===== src/rtl/distinct_window_marker_finder_top_assert.svh =====
// assertion macros for the distinct window marker finder
`ifndef DISTINCT_WINDOW_MARKER_FINDER_TOP_ASSERT_SVH
`define DISTINCT_WINDOW_MARKER_FINDER_TOP_ASSERT_SVH

// property that must hold in the same cycle as its trigger
`define DWM_ASSERT_NOW(lbl, ante, cons, msg) \
    lbl: assert property (@(posedge i_clk) disable iff (!i_rst_n) (ante) |-> (cons)) \
        else $error(msg);

// property that must hold in the cycle after its trigger
`define DWM_ASSERT_NEXT(lbl, ante, cons, msg) \
    lbl: assert property (@(posedge i_clk) disable iff (!i_rst_n) (ante) |=> (cons)) \
        else $error(msg);

`endif


===== src/rtl/dwm_pkg.sv =====
`default_nettype none

package dwm_pkg;

    // sizes of the block
    localparam int MAX_WINDOW        = 16;
    localparam int ALPHABET_SIZE     = 26;
    localparam int MAX_STRING_LENGTH = 4096;

    // field widths
    localparam int LETTER_W = 5;
    localparam int CFG_W    = 5;
    localparam int POS_W    = 13;
    localparam int CNT_W    = 5;
    localparam int REP_W    = 5;
    localparam int IDX_W    = $clog2(MAX_WINDOW);

    // window length after reset
    localparam logic [CFG_W-1:0] WINDOW_LENGTH_RESET = CFG_W'(4);

    // per-letter counter control
    typedef struct packed {
        logic clear;
        logic update;
        logic inc;
        logic dec;
    } t_cnt_ctrl;

    // per-letter counter contribution to the repeat total
    typedef struct packed {
        logic rep_inc;
        logic rep_dec;
    } t_cnt_flags;

endpackage

`default_nettype wire


===== src/rtl/dwm_cell.sv =====
`default_nettype none

module dwm_cell
    import dwm_pkg::*;
(
    input  wire                 i_clk,
    input  wire                 i_shift,
    input  wire  [LETTER_W-1:0] i_letter,
    output logic [LETTER_W-1:0] o_letter
);

    logic [LETTER_W-1:0] r_letter;

    // one stage of the window, takes the neighbour's letter on each shift
    always_ff @(posedge i_clk) begin
        if (i_shift) begin
            r_letter <= i_letter;
        end
    end

    assign o_letter = r_letter;

endmodule

`default_nettype wire


===== src/rtl/dwm_count_cell.sv =====
`default_nettype none

module dwm_count_cell
    import dwm_pkg::*;
(
    input  wire             i_clk,
    input  wire             i_rst_n,
    input  wire  t_cnt_ctrl i_ctrl,
    output t_cnt_flags      o_flags
);

    logic [CNT_W-1:0] r_cnt;
    logic [CNT_W-1:0] n_cnt;

    // occurrences of this letter inside the window
    always_comb begin
        n_cnt = r_cnt;
        if (i_ctrl.clear) begin
            n_cnt = '0;
        end else if (i_ctrl.update) begin
            n_cnt = r_cnt + CNT_W'(i_ctrl.inc) - CNT_W'(i_ctrl.dec);
        end
    end

    always_ff @(posedge i_clk) begin
        if (!i_rst_n) begin
            r_cnt <= '0;
        end else begin
            r_cnt <= n_cnt;
        end
    end

    // repeat total changes: leaving letter drops a repeat, entering one adds
    // one; the same letter leaving and entering nets out
    assign o_flags.rep_dec = i_ctrl.dec && (r_cnt >= CNT_W'(2));
    assign o_flags.rep_inc = i_ctrl.inc &&
                             (i_ctrl.dec ? (r_cnt >= CNT_W'(2)) : (r_cnt != '0));

endmodule

`default_nettype wire


===== src/rtl/distinct_window_marker_finder_top.sv =====
// Distinct window marker finder.
// Input channel (i_in_valid / o_in_ready) takes one letter per item with
// i_last_char marking the final letter of a string. The output channel
// (o_out_valid / i_out_ready) returns marker_found and marker_position: one
// item when the last window_length letters are all distinct (position of the
// letter that completes it), or a not-found item at the end of a string with
// no marker. Letters after a report give nothing until the string ends.
// The configuration channel (i_cfg_valid / o_cfg_ready) writes window_length
// (0 acts as 1, above 16 acts as 16) and clears the per-string state; write
// it only while the block is idle.
// Each result is registered into the output register, or into the skid register while the output is stalled.
// Throughput: one letter per cycle while input is not refused, as each accepted letter updates the row of
// window cells and the 26 letter counters together.
// Reset clears the counters, position count and output buffers and sets the
// window length to 4; no clearing pass is needed.
// When the receiver stalls, one more result is held in a skid register and
// input is refused while that register is full or a configuration write is
// offered.
`default_nettype none
`include "distinct_window_marker_finder_top_assert.svh"

module distinct_window_marker_finder_top
    import dwm_pkg::*;
(
    input  wire                 i_clk,
    input  wire                 i_rst_n,
    input  wire                 i_in_valid,
    output logic                o_in_ready,
    input  wire  [LETTER_W-1:0] i_letter,
    input  wire                 i_last_char,
    output logic                o_out_valid,
    input  wire                 i_out_ready,
    output logic                o_marker_found,
    output logic [POS_W-1:0]    o_marker_position,
    input  wire                 i_cfg_valid,
    output logic                o_cfg_ready,
    input  wire  [CFG_W-1:0]    i_window_length
);

    logic [CFG_W-1:0]    r_win_len;
    logic [POS_W-1:0]    r_chars_seen;
    logic [REP_W-1:0]    r_rep_total;
    logic                r_reported;
    logic                r_out_valid;
    logic                r_out_found;
    logic [POS_W-1:0]    r_out_pos;
    logic                r_skid_valid;
    logic                r_skid_found;
    logic [POS_W-1:0]    r_skid_pos;

    logic [CFG_W-1:0]    n_win_len;
    logic [POS_W-1:0]    n_chars_seen;
    logic [REP_W-1:0]    n_rep_total;
    logic                n_reported;
    logic                n_out_valid;
    logic                n_out_found;
    logic [POS_W-1:0]    n_out_pos;
    logic                n_skid_valid;
    logic                n_skid_found;
    logic [POS_W-1:0]    n_skid_pos;

    logic                cfg_fire;
    logic                in_fire;
    logic                out_fire;
    logic                step;
    logic                clear;
    logic                evict;
    logic [LETTER_W-1:0] sym;
    logic [LETTER_W-1:0] old_letter;
    logic [IDX_W-1:0]    tap_idx;
    logic                any_inc;
    logic                any_dec;
    logic                res_valid;
    logic                res_found;
    logic [POS_W-1:0]    res_pos;

    logic [LETTER_W-1:0] win_letter [MAX_WINDOW];
    t_cnt_ctrl           cnt_ctrl   [ALPHABET_SIZE];
    t_cnt_flags          cnt_flags  [ALPHABET_SIZE];
    logic [ALPHABET_SIZE-1:0] rep_inc_vec;
    logic [ALPHABET_SIZE-1:0] rep_dec_vec;

    // handshakes, configuration takes priority over a letter
    assign o_cfg_ready = 1'b1;
    assign o_in_ready  = !r_skid_valid && !i_cfg_valid;
    assign cfg_fire    = i_cfg_valid;
    assign in_fire     = i_in_valid && o_in_ready;
    assign out_fire    = r_out_valid && i_out_ready;
    assign step        = in_fire && !r_reported;
    assign clear       = cfg_fire || (in_fire && i_last_char);

    // letters outside the alphabet count as the last letter
    assign sym = (i_letter >= LETTER_W'(ALPHABET_SIZE)) ?
                 LETTER_W'(ALPHABET_SIZE - 1) : i_letter;

    // letter leaving the window
    assign tap_idx    = IDX_W'(r_win_len - CFG_W'(1));
    assign old_letter = win_letter[tap_idx];
    assign evict      = r_chars_seen >= POS_W'(r_win_len);

    // row of window cells, newest letter in cell 0
    for (genvar k = 0; k < MAX_WINDOW; k++) begin : g_win
        if (k == 0) begin : g_head
            dwm_cell u_cell (
                .i_clk    (i_clk),
                .i_shift  (step),
                .i_letter (sym),
                .o_letter (win_letter[k])
            );
        end else begin : g_body
            dwm_cell u_cell (
                .i_clk    (i_clk),
                .i_shift  (step),
                .i_letter (win_letter[k-1]),
                .o_letter (win_letter[k])
            );
        end
    end

    // one counter per letter
    for (genvar i = 0; i < ALPHABET_SIZE; i++) begin : g_cnt
        assign cnt_ctrl[i].clear  = clear;
        assign cnt_ctrl[i].update = step;
        assign cnt_ctrl[i].inc    = (sym == LETTER_W'(i));
        assign cnt_ctrl[i].dec    = evict && (old_letter == LETTER_W'(i));

        dwm_count_cell u_count (
            .i_clk   (i_clk),
            .i_rst_n (i_rst_n),
            .i_ctrl  (cnt_ctrl[i]),
            .o_flags (cnt_flags[i])
        );

        assign rep_inc_vec[i] = cnt_flags[i].rep_inc;
        assign rep_dec_vec[i] = cnt_flags[i].rep_dec;
    end

    assign any_inc = |rep_inc_vec;
    assign any_dec = |rep_dec_vec;

    // per-string state and the result of this letter
    always_comb begin
        n_rep_total  = r_rep_total;
        n_chars_seen = r_chars_seen;
        n_reported   = r_reported;
        res_valid    = 1'b0;
        res_found    = 1'b0;
        res_pos      = '0;
        if (step) begin
            n_rep_total = r_rep_total + REP_W'(any_inc) - REP_W'(any_dec);
            if (r_chars_seen < POS_W'(MAX_STRING_LENGTH)) begin
                n_chars_seen = r_chars_seen + POS_W'(1);
            end
            if ((n_chars_seen >= POS_W'(r_win_len)) && (n_rep_total == '0)) begin
                res_valid  = 1'b1;
                res_found  = 1'b1;
                res_pos    = n_chars_seen;
                n_reported = 1'b1;
            end else if (i_last_char) begin
                res_valid = 1'b1;
            end
        end
        if (clear) begin
            n_rep_total  = '0;
            n_chars_seen = '0;
            n_reported   = 1'b0;
        end
    end

    // window length, out-of-range values saturated on write
    always_comb begin
        n_win_len = r_win_len;
        if (cfg_fire) begin
            if (i_window_length == '0) begin
                n_win_len = CFG_W'(1);
            end else if (i_window_length > CFG_W'(MAX_WINDOW)) begin
                n_win_len = CFG_W'(MAX_WINDOW);
            end else begin
                n_win_len = i_window_length;
            end
        end
    end

    // output register with skid stage
    always_comb begin
        n_out_valid  = r_out_valid;
        n_out_found  = r_out_found;
        n_out_pos    = r_out_pos;
        n_skid_valid = r_skid_valid;
        n_skid_found = r_skid_found;
        n_skid_pos   = r_skid_pos;
        if (r_skid_valid) begin
            if (out_fire) begin
                n_out_found  = r_skid_found;
                n_out_pos    = r_skid_pos;
                n_skid_valid = 1'b0;
            end
        end else if (res_valid) begin
            if (!r_out_valid || out_fire) begin
                n_out_valid = 1'b1;
                n_out_found = res_found;
                n_out_pos   = res_pos;
            end else begin
                n_skid_valid = 1'b1;
                n_skid_found = res_found;
                n_skid_pos   = res_pos;
            end
        end else if (out_fire) begin
            n_out_valid = 1'b0;
        end
    end

    // control registers
    always_ff @(posedge i_clk) begin
        if (!i_rst_n) begin
            r_win_len    <= WINDOW_LENGTH_RESET;
            r_chars_seen <= '0;
            r_rep_total  <= '0;
            r_reported   <= 1'b0;
            r_out_valid  <= 1'b0;
            r_skid_valid <= 1'b0;
        end else begin
            r_win_len    <= n_win_len;
            r_chars_seen <= n_chars_seen;
            r_rep_total  <= n_rep_total;
            r_reported   <= n_reported;
            r_out_valid  <= n_out_valid;
            r_skid_valid <= n_skid_valid;
        end
    end

    // result payload
    always_ff @(posedge i_clk) begin
        r_out_found  <= n_out_found;
        r_out_pos    <= n_out_pos;
        r_skid_found <= n_skid_found;
        r_skid_pos   <= n_skid_pos;
    end

    assign o_out_valid       = r_out_valid;
    assign o_marker_found    = r_out_found;
    assign o_marker_position = r_out_pos;

    // checks
    `DWM_ASSERT_NOW(a_skid_behind_out, r_skid_valid, r_out_valid, "skid full with output empty")
    `DWM_ASSERT_NOW(a_pos_matches_found, r_out_valid, (r_out_found == (r_out_pos != '0)), "found flag and position disagree")
    `DWM_ASSERT_NEXT(a_cfg_clears, cfg_fire, (r_chars_seen == '0) && (r_rep_total == '0) && !r_reported, "configuration write left string state")
    `DWM_ASSERT_NEXT(a_found_sets_reported, res_found && !i_last_char, r_reported, "marker reported but not latched")

endmodule

`default_nettype wire

===== config.mk =====
export PLATFORM = sky130hd
export DESIGN_NAME = distinct_window_marker_finder_top
export DESIGN_NICKNAME = d
export VERILOG_FILES = /design/src/rtl/dwm_pkg.sv /design/src/rtl/dwm_cell.sv /design/src/rtl/dwm_count_cell.sv /design/src/rtl/distinct_window_marker_finder_top.sv
export VERILOG_INCLUDE_DIRS = /design/src /design/src/rtl
export SDC_FILE = /design/constraint.sdc
export NUM_CORES = 1
export LEC_CHECK = 0
export BUFFER_PORTS_ARGS = -buffer_cell sky130_fd_sc_hd__buf_4
export CELL_PAD_IN_SITES_DETAIL_PLACEMENT = 1
export CELL_PAD_IN_SITES_GLOBAL_PLACEMENT = 2
export CORE_ASPECT_RATIO = 1.5
export CORE_MARGIN = 1.5
export CORE_UTILIZATION = 25
export CTS_BUF_LIST = sky130_fd_sc_hd__clkbuf_4 sky130_fd_sc_hd__clkbuf_8
export DETAILED_ROUTE_END_ITERATION = 10
export MAX_ROUTING_LAYER = met4
export PLACE_DENSITY_LB_ADDON = 0.1
export SETUP_SLACK_MARGIN = 0.3
export SLEW_MARGIN = 20
export SYNTH_ARGS = -nofsm -noshare
export SYNTH_HDL_FRONTEND = slang
export SYNTH_HIERARCHICAL = 1
export SYNTH_SLANG_ARGS = --single-unit

===== constraint.sdc =====
create_clock -name i_clk -period 7.2 [get_ports i_clk]
set_input_delay 1.44 -clock i_clk [delete_from_list [all_inputs] [get_ports i_clk]]
set_output_delay 1.44 -clock i_clk [all_outputs]
set_load 0.005 [all_outputs]

## Word-level counts from Yosys, hierarchy flattened

Index checks and enable logic that the tools add are counted.

| operators by class | value |
|---|---|
| add/subtract/negate cells | 56 |
| order comparisons | 32 |
| equal/unequal tests | 52 |
| multiplexer cells | 56 |
| bitwise gates (word level) | 4 |
| reduce and logical (&&, ||, !) cells | 130 |

Operators with widths:

| operator | number |
|---|---|
| adder 5 x 1 -> 5 bit | 27 |
| subtractor 5 x 1 -> 5 bit | 27 |
| >= comparator 5 x 2 -> 1 bit (second input constant) | 26 |
| nonzero test 5 bit | 26 |
| 2-to-1 mux 13 bit | 8 |
| equality test 5 bit (second input constant) | 20 |
| logical AND 1 bit | 84 |
| equality test 5 x 4 -> 1 bit (second input constant) | 16 |
| OR reduction 26 bit | 2 |
| 2-to-1 mux 1 bit | 42 |
| equality test 5 x 3 -> 1 bit (second input constant) | 8 |
| >= comparator 13 x 5 -> 1 bit | 2 |
| 2-to-1 mux 5 bit | 5 |
| binary-select mux 5 bit (select 4 bit) | 1 |
| equality test 5 x 2 -> 1 bit (second input constant) | 4 |
| logical NOT 5 bit | 4 |
| adder 13 x 1 -> 13 bit (second input constant) | 1 |
| less-than comparator 13 bit (second input constant) | 1 |
| equality test 5 x 1 -> 1 bit (second input constant) | 2 |
| >= comparator 5 bit (second input constant) | 2 |
| AND reduction 3 bit | 3 |
| nonzero test 2 bit | 3 |
| > comparator 5 bit (second input constant) | 1 |
| inverter 4 -> 5 bit | 1 |
| other kinds (7) | 14 |

| storage, ports and cells | value |
|---|---|
| register bits after elaboration | 264 |
| input port bits | 16 |
| output and inout port bits | 17 |
| logic and storage cells | 382 |

## Logic depth before layout (Yosys ltp)

| logic depth | value |
|---|---|
| depth after elaboration | 19 |
| gate-level depth with buffers | 29 |
| depth with buffers taken out | 24 |

## Modules after synthesis

Netlist, hierarchy kept.

Modules (own cells, without submodules):

| module | times used | cells an instance | area each (um^2) | seq. area each (um^2) |
|---|---|---|---|---|
| dwm_count_cell (g_cnt[0].u_count ...) | 17 | 51 | 451.7 | 100.1 |
| dwm_count_cell (g_cnt[18].u_count ...) | 9 | 51 | 461.7 | 100.1 |
| distinct_window_marker_finder_top | 1 | 439 | 4067.7 | 1361.3 |
| dwm_cell | 16 | 5 | 150.1 | 150.1 |

## Worst setup path after synthesis

No wires, ideal clock.

| timing path | value |
|---|---|
| kind | flip-flop to flip-flop |
| start point | register r_win_len[0] |
| end point | register r_out_found (netlist: o_marker_found), enable pin |
| setup time | 0.390 ns |
| arrival | 6.544 ns |
| required time | 6.810 ns |
| setup slack | 0.267 ns |
| stages on the path, launching flop included | 28 |
| buffers on the path | 6 |
| clock period less this slack | 6.933 ns |
| cells stage by stage | dfxtp_1 > buf_6 > buf_12 > buf_12 > inv_1 > ha_1 > clkbuf_1 > mux4_2 > mux4_2 > nor2b_4 > nand3_2 > nor2_1 > o21a_1 > or4_1 > nor4_1 > nand4_1 > ha_1 > inv_1 > ha_1 > fa_1 > a21o_1 > a21oi_1 > xnor3_1 > nand4b_1 > a41o_1 > buf_2 > buf_4 > a21oi_1 |

RTL lines:

| item | RTL line | text |
|---|---|---|
| start: declaration | distinct_window_marker_finder_top.sv:40 | `logic [CFG_W-1:0] r_win_len;` |
| start signal: assignment | distinct_window_marker_finder_top.sv:223 | `r_win_len <= n_win_len;` |
| end signal: assignment | distinct_window_marker_finder_top.sv:234 | `r_out_found <= n_out_found;` |
| end: declaration | distinct_window_marker_finder_top.sv:45 | `logic r_out_found;` |

==> results.ini <==
[synthesis]
syn-num-nets=2139
ys_async_sr_fraction_pct=0
synth_cell_types=65
synth_warnings=6
syn_area_um2=18300
ys.flop_type=dfxtp_1
ys_seq_area_share_pct=34.78
synth-edff-count=108
yosys_register_bits=264
synthCells=1845
syn_avg_cell_area_um2=9.921

[cells_and_area]
drive_gt1_share_pct=11.40
final_util_pct=28.41
nets=2184
syn_to_final_growth_pct=12.58
fillCellCount=8248

[setup_path]
required_ps=7550
slowest_delay_ps=600
path_buf_inv=5
critPathMaxFanout=20
crit_path_end_kind=flop
r2r-start=r_win_len[1]$_SDFFE_PN0P_
startpoint_type=flop
slowest_stage=mux4_2
critPathTopFamily=simple AND/OR/NAND/NOR gates
worstSetupStartpoint=r_win_len[1]$_SDFFE_PN0P_
worstPathArrival_ps=6820
path_class=reg -> reg

[grt]
grt_pass1_vias=14750
antenna_found_initial=1
grt_util_all_layers_pct=14.44
overflow=0
grt_pass1_wl_um=82680
grt_max_degree=122

[clock_tree]
cts.sinks=264
insertion_delay_ps=670
cts_max_path_buffers=3
cts_tree=built
h-tree-depth=2
numCtsBuffers=51
postCtsHoldBufs=0
cts_root_buffer=clkbuf_8
clkTransAtPathRegs_ps=60

[detailed_routing]
routed_via_density=4.811
num_vias=13730
firstDrtPassIters=5
totalWireLength_um=51940
antenna_left=0
wl_per_cell_um=18.19
wl_met3_um=1581
maxUsedRoutingLayer=met4
drcViolationCount=0
drt_iter0_markers=460
met2_length_um=27400
met1Wirelength_um=21460

[placed_design]
io_buffers=31
post-place-ws_ps=590.4
hpwl_um=38540
gp_congestion=0.7555

[power_and_ir_drop]
powerDensity_nw_per_um2=182.2
p_leak_nw=7.752
ir_worst_vdd_uv=114.5

[floorplanning]
rows=121
die_y_um=334.4
dieArea_um2=74880
start_util_pct=25.24
die_w_um=223.9
coreArea_um2=72520
design.portCount=33

[sta]
fin_crit_sh_pct=89.81
fin_crit_ps=6466
rsz0062_at_grt=false
fin_skew_ps=17.05
maxSlewViolCount=0
setup_viol=0
finalHoldViolations=0
worst_hold_slack_ps=442.1
fin_tns_setup_ps=0
max_freq_mhz=154.7
tightestPinTransition_ps=795.0
relSlewSlack_pct=45.63
worst_slack_ps=733.8

[worst_hold_path]
hp-class=reg -> reg
hp-start=g_win[2].g_body.u_cell/o_letter[3]$_DFFE_PP_

[job]
cap_violations=0

[run_status]
outcome=finished, final reports clean

==> final cells by class <==
cell class              count  area, um^2  share of cell area [%]
inverters                 230       870.8                   4.226
diodes                      4       10.01                 0.04858
clock buffers              78       935.9                   4.542
well taps                 922        1154                   5.598
multi-input cells        1295       10780                   52.33
flip-flops and latches    264        6366                   30.89
clock inverters            14       113.9                  0.5526
repair buffers             48       372.9                   1.809
==> where the power goes <==
| part | total [mW] | internal [mW] | leakage, nW | switching [mW] |
|---|---|---|---|---|
| registers | 1.63 | 1.60 | 2.30 | 0.0290 |
| logic | 0.521 | 0.215 | 4.89 | 0.305 |
| clock network | 1.61 | 0.868 | 0.562 | 0.738 |
==> sequential cells by signal, indices dropped and copies added (netlist names), 5 cells and up <==
| signal | flops |
|---|---|
| g_win.g_body.u_cell/o_letter | 75 |
| r_win_len | 5 |
| o_marker_position | 13 |
| r_rep_total | 5 |
| g_win.g_head.u_cell/o_letter | 5 |
| r_skid_pos | 13 |
| g_cnt.u_count/r_cnt | 130 |
| r_chars_seen | 13 |
==> timing repair <==
item | CTS | global route
buffers inserted | 0 | 0
endpoints found under the hold margin | 0 | 0
endpoints found under the setup margin | 0 | 28
resized for setup | 0 | 11
==> cell usage in the layout (no fill, tap or decap), types with 28 or more instances in the layout <==
| master | count |
|---|---|
| a311oi_1 | 52 |
| edfxtp_1 | 108 |
| nand2_1 | 59 |
| dfxtp_1 | 156 |
| nor2b_1 | 29 |
| nand2b_1 | 48 |
| ha_1 | 251 |
| mux2i_1 | 28 |
| a211oi_1 | 56 |
| or4_1 | 53 |
| xnor2_1 | 38 |
| nor2_1 | 211 |
| nor3_1 | 32 |
| clkbuf_8 | 56 |
| buf_4 | 47 |
| inv_1 | 227 |
| o21a_1 | 52 |
| o31ai_1 | 52 |
==> final timing paths <==
| path | end | slack (ps) | cells after the start |
|---|---|---|---|
| setup / recovery | r_skid_pos[7]$_DFFE_PP_ | 730 | 26 |
| hold / removal | g_win[3].g_body.u_cell/o_letter[3]$_DFFE_PP_ | 440 | 0 |
| setup reg to reg | r_skid_pos[7]$_DFFE_PP_ | 730 | 26 |
| hold reg to reg | g_win[3].g_body.u_cell/o_letter[3]$_DFFE_PP_ | 440 | 0 |
==> logic make-up (layout without fill, tap and decap cells) <==
group                    after synthesis  after routing  share of synthesized area, %
AND/OR/NAND/NOR                      615            615                         19.45
XOR/XNOR                              50             50                         2.468
adder cells (fa/ha/maj)              278            278                         20.11
multiplexers                          53             53                         4.689
other                                  1              5                       0.02049
AO/OA/AOI/OAI                        298            298                         11.98
flip-flops                           264            264                         34.78
buffers and inverters                286            370                         6.501
==> cell usage after synthesis, drive strengths merged (28+ instances only) <==
master | count | area share [%]
ha | 251 | 17
inv | 230 | 4.7
xnor2 | 38 | 1.8
or4 | 53 | 2.2
o21a | 52 | 2.1
o31ai | 52 | 2.1
nand2 | 59 | 1.2
mux2i | 28 | 1.5
nor2b | 33 | 1.2
nand2b | 50 | 1.7
dfxtp | 156 | 17
a311oi | 52 | 2.5
edfxtp | 108 | 18
a211oi | 56 | 2.3
clkbuf | 38 | 0.78
nor3 | 33 | 0.93
nor2 | 217 | 4.5
==> stage by stage <==
| step | std cells | instance area, um^2 | power [mW] |
|---|---|---|---|
| 6_report | 2855 | 20610 | 3.755 |
| 5_1_grt | 2853 | 20600 | 3.975 |
| 4_1_cts | 2851 | 20560 | 3.867 |
| 3_5_place_dp | 2759 | 19510 | 2.189 |
| 3_3_place_gp | 2759 | 19510 | 2.182 |
| 2_1_floorplan | 1845 | 18300 | 2.030 |
==> metal layers <==
layer  vias to the layer above  track usage, %
met5                         -               -
met4                         0           5.017
met3                        76           2.392
met2                       159           26.41
li1                       6707               -
met1                      6792           15.63
(Power assumes the default switching activity.)
